`config.mk`:
```
export PLATFORM = sky130hd
export DESIGN_NAME = indexed_value_dictionary
export DESIGN_NICKNAME = d
export VERILOG_FILES = /design/src/idict_pkg.sv /design/src/indexed_value_dictionary.sv /design/src/idict_ram.sv
export SDC_FILE = /design/constraint.sdc
export NUM_CORES = 2
export LEC_CHECK = 0
export ABC_AREA = 0
export BUFFER_PORTS_ARGS = -buffer_cell sky130_fd_sc_hd__buf_4
export CAP_MARGIN = 10
export CORE_MARGIN = 2
export CORE_UTILIZATION = 61
export CTS_CLUSTER_SIZE = 12
export DETAILED_ROUTE_END_ITERATION = 10
export MAX_ROUTING_LAYER = met4
export PLACE_DENSITY_LB_ADDON = 0.25
export SKIP_CTS_REPAIR_TIMING = 1
export SYNTH_ARGS = -nofsm -noshare
export SYNTH_HDL_FRONTEND = slang
export SYNTH_HIERARCHICAL = 1
export SYNTH_SLANG_ARGS = --single-unit
```
`constraint.sdc`:
```
create_clock -name clk -period 8.4 [get_ports clk]
set_input_delay 2.52 -clock clk [delete_from_list [all_inputs] [get_ports clk]]
set_output_delay 2.52 -clock clk [all_outputs]
set_load 0.02 [all_outputs]
```
`src/idict_pkg.sv`:
```
// ----------------------------------------------------------------------------
// idict_pkg: shared types and constants of the indexed value dictionary
// Table geometry, operation and status codes, controller states and the
// code width helper.
// ----------------------------------------------------------------------------
package idict_pkg;

    // table geometry
    localparam int CAPACITY = 64;
    localparam int ADDR_W   = $clog2(CAPACITY);
    localparam int CNT_W    = ADDR_W + 1;
    localparam int VAL_W    = 32;
    localparam int CW_W     = 3;
    localparam int MODE_W   = 2;
    localparam int STAT_W   = 2;

    // request operations
    typedef enum logic [MODE_W-1:0] {
        OP_ADD    = 2'd0,
        OP_REMOVE = 2'd1,
        OP_FIND   = 2'd2,
        OP_READ   = 2'd3
    } op_t;

    // result status codes
    typedef enum logic [STAT_W-1:0] {
        STAT_OK     = 2'd0,
        STAT_ABSENT = 2'd1,
        STAT_FULL   = 2'd2,
        STAT_RANGE  = 2'd3
    } status_t;

    // controller states
    typedef enum logic [2:0] {
        ST_IDLE,
        ST_SEARCH,
        ST_SHIFT,
        ST_READ,
        ST_DONE
    } state_t;

    // table write port
    typedef struct packed {
        logic              en;
        logic [ADDR_W-1:0] addr;
        logic [VAL_W-1:0]  data;
    } ram_wr_t;

    // bit length of (n - 1), at least 1
    function automatic logic [CW_W-1:0] width_of(input logic [CNT_W-1:0] n);
        logic [CNT_W-1:0] s;
        logic [CW_W-1:0]  w;
        begin
            s = (n != '0) ? n - CNT_W'(1) : '0;
            w = CW_W'(1);
            for (int i = 1; i < CNT_W; i++)
            begin
                if (s[i])
                begin
                    w = CW_W'(i + 1);
                end
            end
            return w;
        end
    endfunction

endpackage

```
`src/indexed_value_dictionary.sv`:
```
// ----------------------------------------------------------------------------
// indexed_value_dictionary: table of distinct values addressed by position
// Add, remove, find and read over a 64-entry value table held in RAM.
// ----------------------------------------------------------------------------
// Usage
//   Requests enter on the s_ channel: s_tuser carries the mode, s_tdata the
//   value and the code to read. Each request gives exactly one result on the
//   m_ channel: m_tuser carries the status, m_tdata the code, the read value,
//   the entry count and the code width.
//   Add, remove and find scan the table one entry per cycle through the RAM
//   read port; remove ends the scan at the match, then moves every later
//   entry down one place, one per cycle. Read of a code not below count
//   skips the RAM and returns the range status. Requests are handled one at
//   a time; the next one is taken once the current result sits in the output
//   register, even while that result still waits for m_tready.
//   A stalled receiver holds the result; the controller then waits with the
//   following result finished until the output register frees up.
//   Reset empties the table (count 0, code width 1) at once; the RAM
//   contents are not cleared, since only entries below count are read.
// ----------------------------------------------------------------------------
module indexed_value_dictionary
    import idict_pkg::*;
(
    input  logic        clk,
    input  logic        rst_n,
    // request
    input  logic        s_tvalid,
    output logic        s_tready,
    input  logic [39:0] s_tdata,   // value[31:0], code_in[37:32], zero pad
    input  logic [1:0]  s_tuser,   // mode[1:0]
    // result
    output logic        m_tvalid,
    input  logic        m_tready,
    output logic [47:0] m_tdata,   // code_out[5:0], value_out[37:6],
                                   // entry_count[44:38], code_width[47:45]
    output logic [1:0]  m_tuser    // status[1:0]
);

    state_t             state_reg, state_next;
    op_t                mode_reg, mode_next;
    logic [VAL_W-1:0]   value_reg, value_next;
    logic [CNT_W-1:0]   idx_reg, idx_next;
    logic [ADDR_W-1:0]  cmp_idx_reg, cmp_idx_next;
    logic               pend_reg, pend_next;
    logic [ADDR_W-1:0]  res_code_reg, res_code_next;
    logic [VAL_W-1:0]   res_value_reg, res_value_next;
    status_t            res_status_reg, res_status_next;
    logic [CNT_W-1:0]   count_reg, count_next;
    logic [CW_W-1:0]    width_reg, width_next;
    logic               m_tvalid_reg, m_tvalid_next;
    logic [47:0]        m_tdata_reg;
    logic [1:0]         m_tuser_reg;

    ram_wr_t            wr;
    logic               rd_en;
    logic [ADDR_W-1:0]  rd_addr;
    logic [VAL_W-1:0]   rd_data;
    logic               load_out;
    logic               hit;
    logic [ADDR_W-1:0]  req_code;

    idict_ram u_ram (
        .clk     (clk),
        .wr      (wr),
        .rd_en   (rd_en),
        .rd_addr (rd_addr),
        .rd_data (rd_data)
    );

    assign req_code = s_tdata[VAL_W +: ADDR_W];
    assign hit      = pend_reg && (rd_data == value_reg);

    // controller next state
    always_comb
    begin
        state_next      = state_reg;
        mode_next       = mode_reg;
        value_next      = value_reg;
        idx_next        = idx_reg;
        cmp_idx_next    = cmp_idx_reg;
        pend_next       = pend_reg;
        res_code_next   = res_code_reg;
        res_value_next  = res_value_reg;
        res_status_next = res_status_reg;
        count_next      = count_reg;
        width_next      = width_reg;
        wr              = '0;
        rd_en           = 1'b0;
        rd_addr         = '0;
        s_tready        = 1'b0;
        load_out        = 1'b0;

        case (state_reg)
            ST_IDLE:
            begin
                s_tready = 1'b1;
                if (s_tvalid)
                begin
                    mode_next       = op_t'(s_tuser);
                    value_next      = s_tdata[VAL_W-1:0];
                    idx_next        = '0;
                    pend_next       = 1'b0;
                    res_code_next   = '0;
                    res_value_next  = '0;
                    res_status_next = STAT_OK;
                    if (op_t'(s_tuser) == OP_READ)
                    begin
                        if (CNT_W'(req_code) < count_reg)
                        begin
                            rd_en      = 1'b1;
                            rd_addr    = req_code;
                            state_next = ST_READ;
                        end
                        else
                        begin
                            res_status_next = STAT_RANGE;
                            state_next      = ST_DONE;
                        end
                    end
                    else
                    begin
                        state_next = ST_SEARCH;
                    end
                end
            end

            ST_READ:
            begin
                res_value_next = rd_data;
                state_next     = ST_DONE;
            end

            // linear scan, one entry per cycle
            ST_SEARCH:
            begin
                if (hit)
                begin
                    pend_next = 1'b0;
                    if (mode_reg == OP_REMOVE)
                    begin
                        state_next = ST_SHIFT;
                    end
                    else
                    begin
                        res_code_next = cmp_idx_reg;
                        state_next    = ST_DONE;
                    end
                end
                else if (idx_reg < count_reg)
                begin
                    rd_en        = 1'b1;
                    rd_addr      = idx_reg[ADDR_W-1:0];
                    cmp_idx_next = idx_reg[ADDR_W-1:0];
                    idx_next     = idx_reg + CNT_W'(1);
                    pend_next    = 1'b1;
                end
                else
                begin
                    pend_next  = 1'b0;
                    state_next = ST_DONE;
                    if (mode_reg == OP_ADD)
                    begin
                        if (count_reg >= CNT_W'(CAPACITY))
                        begin
                            res_status_next = STAT_FULL;
                        end
                        else
                        begin
                            wr.en         = 1'b1;
                            wr.addr       = count_reg[ADDR_W-1:0];
                            wr.data       = value_reg;
                            res_code_next = count_reg[ADDR_W-1:0];
                            count_next    = count_reg + CNT_W'(1);
                            width_next    = width_of(count_reg + CNT_W'(1));
                        end
                    end
                    else
                    begin
                        res_status_next = STAT_ABSENT;
                    end
                end
            end

            // move later entries down one place
            ST_SHIFT:
            begin
                if (pend_reg)
                begin
                    wr.en   = 1'b1;
                    wr.addr = cmp_idx_reg - ADDR_W'(1);
                    wr.data = rd_data;
                end
                if (idx_reg < count_reg)
                begin
                    rd_en        = 1'b1;
                    rd_addr      = idx_reg[ADDR_W-1:0];
                    cmp_idx_next = idx_reg[ADDR_W-1:0];
                    idx_next     = idx_reg + CNT_W'(1);
                    pend_next    = 1'b1;
                end
                else
                begin
                    pend_next = 1'b0;
                    if (!pend_reg)
                    begin
                        count_next = count_reg - CNT_W'(1);
                        width_next = width_of(count_reg - CNT_W'(1));
                        state_next = ST_DONE;
                    end
                end
            end

            ST_DONE:
            begin
                if (!m_tvalid_reg || m_tready)
                begin
                    load_out   = 1'b1;
                    state_next = ST_IDLE;
                end
            end

            default:
            begin
                state_next = ST_IDLE;
            end
        endcase
    end

    // control registers
    always_ff @(posedge clk or negedge rst_n)
    begin
        if (!rst_n)
        begin
            state_reg    <= ST_IDLE;
            pend_reg     <= 1'b0;
            count_reg    <= '0;
            width_reg    <= CW_W'(1);
            m_tvalid_reg <= 1'b0;
        end
        else
        begin
            state_reg    <= state_next;
            pend_reg     <= pend_next;
            count_reg    <= count_next;
            width_reg    <= width_next;
            m_tvalid_reg <= m_tvalid_next;
        end
    end

    // request and result payload
    always_ff @(posedge clk)
    begin
        mode_reg       <= mode_next;
        value_reg      <= value_next;
        idx_reg        <= idx_next;
        cmp_idx_reg    <= cmp_idx_next;
        res_code_reg   <= res_code_next;
        res_value_reg  <= res_value_next;
        res_status_reg <= res_status_next;
        if (load_out)
        begin
            m_tdata_reg <= {width_reg, count_reg, res_value_reg, res_code_reg};
            m_tuser_reg <= res_status_reg;
        end
    end

    // output register occupancy
    always_comb
    begin
        if (load_out)
        begin
            m_tvalid_next = 1'b1;
        end
        else
        begin
            m_tvalid_next = m_tvalid_reg && !m_tready;
        end
    end

    assign m_tvalid = m_tvalid_reg;
    assign m_tdata  = m_tdata_reg;
    assign m_tuser  = m_tuser_reg;

    // count never exceeds the table size
    a_count_range: assert property (@(posedge clk) disable iff (!rst_n)
        count_reg <= CNT_W'(CAPACITY))
        else $error("entry count beyond capacity");

    // code width tracks the count
    a_width_track: assert property (@(posedge clk) disable iff (!rst_n)
        width_reg == width_of(count_reg))
        else $error("code width out of step with count");

    // compaction writes stay inside the held entries
    a_shift_wr: assert property (@(posedge clk) disable iff (!rst_n)
        (state_reg == ST_SHIFT && wr.en) |-> (CNT_W'(wr.addr) < count_reg))
        else $error("compaction write beyond count");

    // a result is only loaded into a free or draining output register
    a_out_free: assert property (@(posedge clk) disable iff (!rst_n)
        load_out |-> (!m_tvalid_reg || m_tready))
        else $error("result overwrote a pending output");

endmodule

```
`src/idict_ram.sv`:
```
// ----------------------------------------------------------------------------
// idict_ram: value table storage
// Simple dual-port synchronous RAM, one write and one read port, registered
// read data.
// ----------------------------------------------------------------------------
module idict_ram
    import idict_pkg::*;
(
    input  logic              clk,
    input  ram_wr_t           wr,
    input  logic              rd_en,
    input  logic [ADDR_W-1:0] rd_addr,
    output logic [VAL_W-1:0]  rd_data
);

    logic [VAL_W-1:0] mem [CAPACITY];
    logic [VAL_W-1:0] rd_data_reg;

    // write port
    always_ff @(posedge clk)
    begin
        if (wr.en)
        begin
            mem[wr.addr] <= wr.data;
        end
    end

    // read port
    always_ff @(posedge clk)
    begin
        if (rd_en)
        begin
            rd_data_reg <= mem[rd_addr];
        end
    end

    assign rd_data = rd_data_reg;

endmodule
```
Word level (Yosys, flattened, before mapping):

Memories as Yosys holds them, arrays and structs flattened. A register that Yosys moved wholly into a read port is not among the register bits.
Index checks and enable logic that the tools add are counted.

* bits of input ports: 46
* RAM bits: 2048
* bits in registers: 152
* output and inout port bits: 52
* word-level logic and storage cells: 154
* memories kept: 1
* memory bits (read-only): 0
* latch bits: 0

* $lt $le $gt $ge: 3
* add/sub/neg operators: 6
* shift operators: 0
* muxes and demuxes: 88
* reductions and logical operators: 22
* divide/modulo/power cells: 0
* $mul: 0
* bitwise logic cells: 0
* eq/ne operators: 20

Memories
* u_ram.mem: words 64, bits a word 32, read ports 1, clocked after Yosys merged registers in 1, wr ports 1, RTL line idict_ram.sv:16 `logic [VAL_W-1:0] mem [CAPACITY];`

Operators with widths (number)
* $mux 39: 5
* $mux 6: 13
* $pmux 39 s2: 1
* $mux 7: 11
* $mux 3: 25
* $pmux 32 s2: 1
* $eq 32x32->1: 1
* $mux 32: 1
* $pmux 6 s2: 2
* $pmux 7 s3: 1
* $sub 7x1->7 const B: 3
* $mux 2: 9
* $pmux 6 s3: 1
* $ne 2x2->1 const B: 8
* $ne 3x3->1 const B: 5
* $pmux 3 s5: 1
* $add 7x1->7 const B: 2
* $pmux 7 s2: 1
* $reduce_bool 7->1: 2
* $mux 1: 12
* $reduce_and 5->1: 2
* $reduce_and 2->1: 4
* $ge 7x7->1 const B: 1
* $lt 6x7->1: 1
* 20 further kinds: 26

Depth between registers and ports, before layout:

* word-level depth: 14
* gate-level depth with buffers: 20
* depth with buffers taken out: 13

Cells and area by module:

Netlist, hierarchy kept.

By module, submodules not included
* idict_ram: seq. area each 62459.9 sq um, cells each 3511, instances 1, area an instance 79359.9 sq um
* indexed_value_dictionary: seq. area each 4490.6 sq um, cells each 592, instances 1, area an instance 7407.1 sq um

Least setup slack after synthesis:

Ideal clock, no wire load.

* path type: input-to-reg
* from: input s_tdata[35]
* to: register u_ram.rd_data_reg[13] (netlist: u_ram/rd_data[13]), read port of u_ram.mem, data pin
* data required time: 8.145 ns
* slack: 2.709 ns
* library setup time: 0.255 ns
* arrival: 5.436 ns
* cell stages on the path: 15
* cell sequence: ha_1 -> a21oi_1 -> o21ai_1 -> o31ai_1 -> and4_1 -> and2_1 -> clkbuf_1 -> a22o_1 -> buf_6 -> buf_6 -> buf_2 -> mux4_2 -> a22oi_1 -> nand3_1 -> and3_1

* cells in the longest elaborated chain, start to end: 5

RTL lines
* from (decl): RTL line indexed_value_dictionary.sv:29 `input logic [39:0] s_tdata,`
* $lt 6x7->1: RTL line indexed_value_dictionary.sv:108 `if (CNT_W'(req_code) < count_reg)`
* $mux 6: RTL line indexed_value_dictionary.sv:108
* $mux 6: RTL line indexed_value_dictionary.sv:106 `if (op_t'(s_tuser) == OP_READ)`
* $mux 6: RTL line indexed_value_dictionary.sv:97 `if (s_tvalid)`
* $pmux 6 s3: RTL line indexed_value_dictionary.sv:93 `case (state_reg)`
* via rd_addr[0]: RTL line indexed_value_dictionary.sv:56 `logic [ADDR_W-1:0] rd_addr;`
* to (decl): RTL line idict_ram.sv:17 `logic [VAL_W-1:0] rd_data_reg;`

The timed path passes the listed nets, and every way through them passes these cells.
A chain may end at the register's enable or synchronous reset.

Worst setup path after layout:

* from: input s_tdata[33]
* to: register u_ram.rd_data_reg[22] (netlist: u_ram/rd_data[22]), read port of u_ram.mem, data pin

Same word-level chain as after synthesis.

==> key figures <==
Run status
  – Status: complete, no violations

Placed design
  – Routability congestion estimate: 0.8906
  – HPWL after detailed placement: 120700 um
  – Worst slack at placement: 1.204 ns
  – Placed Cells: 6043
  – PortBufs: 95

Die
  – Initial Utilization: 0.6136
  – Die W: 381.2 um
  – Num rows: 138
  – CORE AREA: 141400 sq um
  – Die height: 381.2 um
  – Num ports: 98
  – Die area: 145300 sq um

Yosys
  – Post-synth top area share: 0.7673
  – Most numerous cell in the Yosys netlist: edfxtp_1
  – Unique masters post-synth: 76
  – Seq/Total Area, Yosys: 0.7716
  – Post-Syn Instances: 4103
  – Avg Inst Size Synth: 21.15 sq um
  – Netlist area before placement: 86770 sq um
  – Commonest cells in the synthesized netlist: edfxtp_1 (2217), mux4_2 (446), mux2i_1 (197)
  – Syn_nets: 4171
  – YS warnings: 6
  – Top_reg_cell synth: edfxtp_1
  – Flops & latches, synth: 2232
  – Post-synth EDFFs: 2217
  – Largest cells by area after synthesis: edfxtp_1 (77%), mux4_2 (12%), mux2i_1 (2.3%), a22oi_1 (1.1%), nor2_1 (0.53%)
  – Async SR Flop Fraction: 0.006720
  – Biggest area consumer among synthesized cells: edfxtp_1

Route
  – Vias/cell: 6.884
  – DRC: 0
  – Routed Antenna Nets: 0
  – WL/cell: 33.07 um
  – First-pass iteration count of the detailed router: 6
  – DRT iter0 DRCs: 6162
  – Final WL: 211600 um
  – Vias: 44040

Critical path
  – Top delay family on crit path: compound AO/OA/AOI/OAI gates
  – Required time of the critical path: 8.87 ns
  – Crit path kind: in2reg
  – CP peak stage delay: 0.72 ns
  – Slowest stage cell, crit path: a221oi_1
  – Crit end category: flop
  – Arr. time, crit path: 6.93 ns
  – Worst path buffer plus inverter count: 2
  – Startpoint types: input port
  – Critical path peak fanout: 25
  – Cell Chain, Critical Path: buf_4, ha_1, a21oi_1, o21ai_1, o31ai_1, and4_1, and2_1, a22o_4, buf_4, mux4_2, a22o_1, a221oi_1, a221oi_1

Timing
  – Period utilization: 0.7690
  – Worst slew margin: 0.06476
  – Fin. Hold Viols: 0
  – RSZ-0062 raised after global routing: no
  – Clk_skew: 0.06256 ns
  – Setup TNS Final: 0 ns
  – Final setup margin: 1.941 ns
  – Fmax: 154.8 MHz
  – Max-slew violation count: 0
  – Setup-failing EPs final: 0
  – Slew @ Worst Pin: 1.388 ns
  – Min Tclk post-route: 6.459 ns

Power and ir drop
  – Final Power: 26810 uW
  – P_leak: 0.02963 uW
  – Power Density: 276.1 nW/um^2
  – Worst vdd ir: 224.7 uV

Finish
  – Layout cells sized above 1: 0.2476
  – Nets: 4451
  – Area delta synth->final: 11.88%
  – Fill cells: 8449
  – Non-Filler Instances: 6397
  – Max reg flops: 2048
  – Final Util: 0.6865

Clocking
  – H-tree levels: 4
  – Clock Latency Late Sink: 0.86 ns
  – CTS buffer count: 217
  – Root buffer selected by CTS: clkbuf_16
  – Worst-path clk slew: 0.06 ns
  – CTS tree: done
  – Clk buf depth: 3
  – CTS Sinks: 2232

GRT
  – First-pass GRT wire length: 304100 um
  – GRT overflow: 0
  – GRT Resource Usage Total: 0.3017
  – Number of global-route vias before repair: 43770
  – Initial antenna violation count: 8
  – Pin count of the biggest net entering global routing: 65

Run
  – Max Cap Viol: 0

Hold path
  – Hold crit path type: reg2reg
==> where the power goes <==
| group | leakage (uW) | internal, uW | switching (uW) |
|---|---|---|---|
| Clock | 0.00300 | 4850 | 3930 |
| Sequential | 0.0203 | 12800 | 284 |
| Combinational | 0.00634 | 1880 | 3030 |
==> final timing paths <==
kind	startpoint	endpoint	cells after the start	slack, ns
max	s_tdata[33]	u_ram/rd_data[22]	13	1.94
min	res_code_reg[3]	m_tdata[3]	0	0.41
max reg2reg	count_reg[2]	u_ram/mem[7][2]	10	2.23
min reg2reg	res_code_reg[3]	m_tdata[3]	0	0.41
max in group asynchronous	rst_n	width_reg[0]	1	6.59
min in group asynchronous	rst_n	state_reg[2]	1	1.54
==> per-stage QoR <==
step	cell area, sq um	hold WS, ns
floorplan	86770	0.4003
global placement	90650	0.4048
detailed placement	90650	0.4045
CTS	96860	0.4177
global route	97080	0.4250
finish	97080	0.4106
==> layout make-up <==
cell class / count / area (sq um) / area share
Sequential cell: 2232 / 66950 / 0.6897
Inverter: 22 / 82.58 / 0.0008506
Timing Repair Buffer: 293 / 2525 / 0.02601
Clock inverter: 55 / 439.2 / 0.004524
Multi-Input combinational cell: 1617 / 18940 / 0.1951
Clock buffer: 284 / 5767 / 0.05940
Tap cell: 1890 / 2365 / 0.02436
Antenna cell: 4 / 10.01 / 0.0001031
==> layout by cell type (no fill, tap or decap), types with 14 or more instances in the layout <==
master,count
edfxtp_1,2217
mux4_2,446
buf_4,266
clkbuf_16,221
mux2i_1,197
a22oi_1,128
nand2_1,68
nor2_4,65
clkbuf_1,63
nand3_1,57
nor2_1,55
a21oi_1,53
o22ai_1,48
o21ai_0,43
and2_1,40
xnor2_1,38
clkinv_1,38
a22o_2,33
a31oi_1,27
a211oi_1,26
buf_12,26
ha_1,22
inv_1,18
nor3_1,18
nand2b_1,17
nor2b_1,17
o221ai_1,16
o211ai_1,15
xor2_1,14
a22o_1,14
dfrtp_1,14
==> layer usage <==
layer  routed length, um  track usage  vias to the layer above
li1                    -            -                    17730
met1               78570       0.4114                    23090
met2              103000       0.4653                     2783
met3               23080      0.05926                      433
met4                6927       0.1018                        0
met5                   0            -                        -
==> worst reg2reg max path, cell delays in order, from the launching register on <==
cell and delay [ns]:
dfrtp_1 0.68, inv_1 0.38, ha_1 0.40, o22ai_1 0.07, o31a_1 0.38, inv_2 0.16, nand2_2 0.16, o21ai_0 1.12
nand4_1 0.92, nor2_4 1.07, buf_4 0.51
==> cell families after synthesis <==
group | Yosys count | share of synthesized area
and+or+nand+nor | 408 | 0.02355
buffers and inverters | 254 | 0.01706
xor gates and xnor gates | 54 | 0.005624
muxes | 643 | 0.1385
adders and majority gates | 23 | 0.003288
DFF | 2232 | 0.7716
AOI/OAI and AO/OA | 489 | 0.04038
Power figures use the tool's default switching activity.
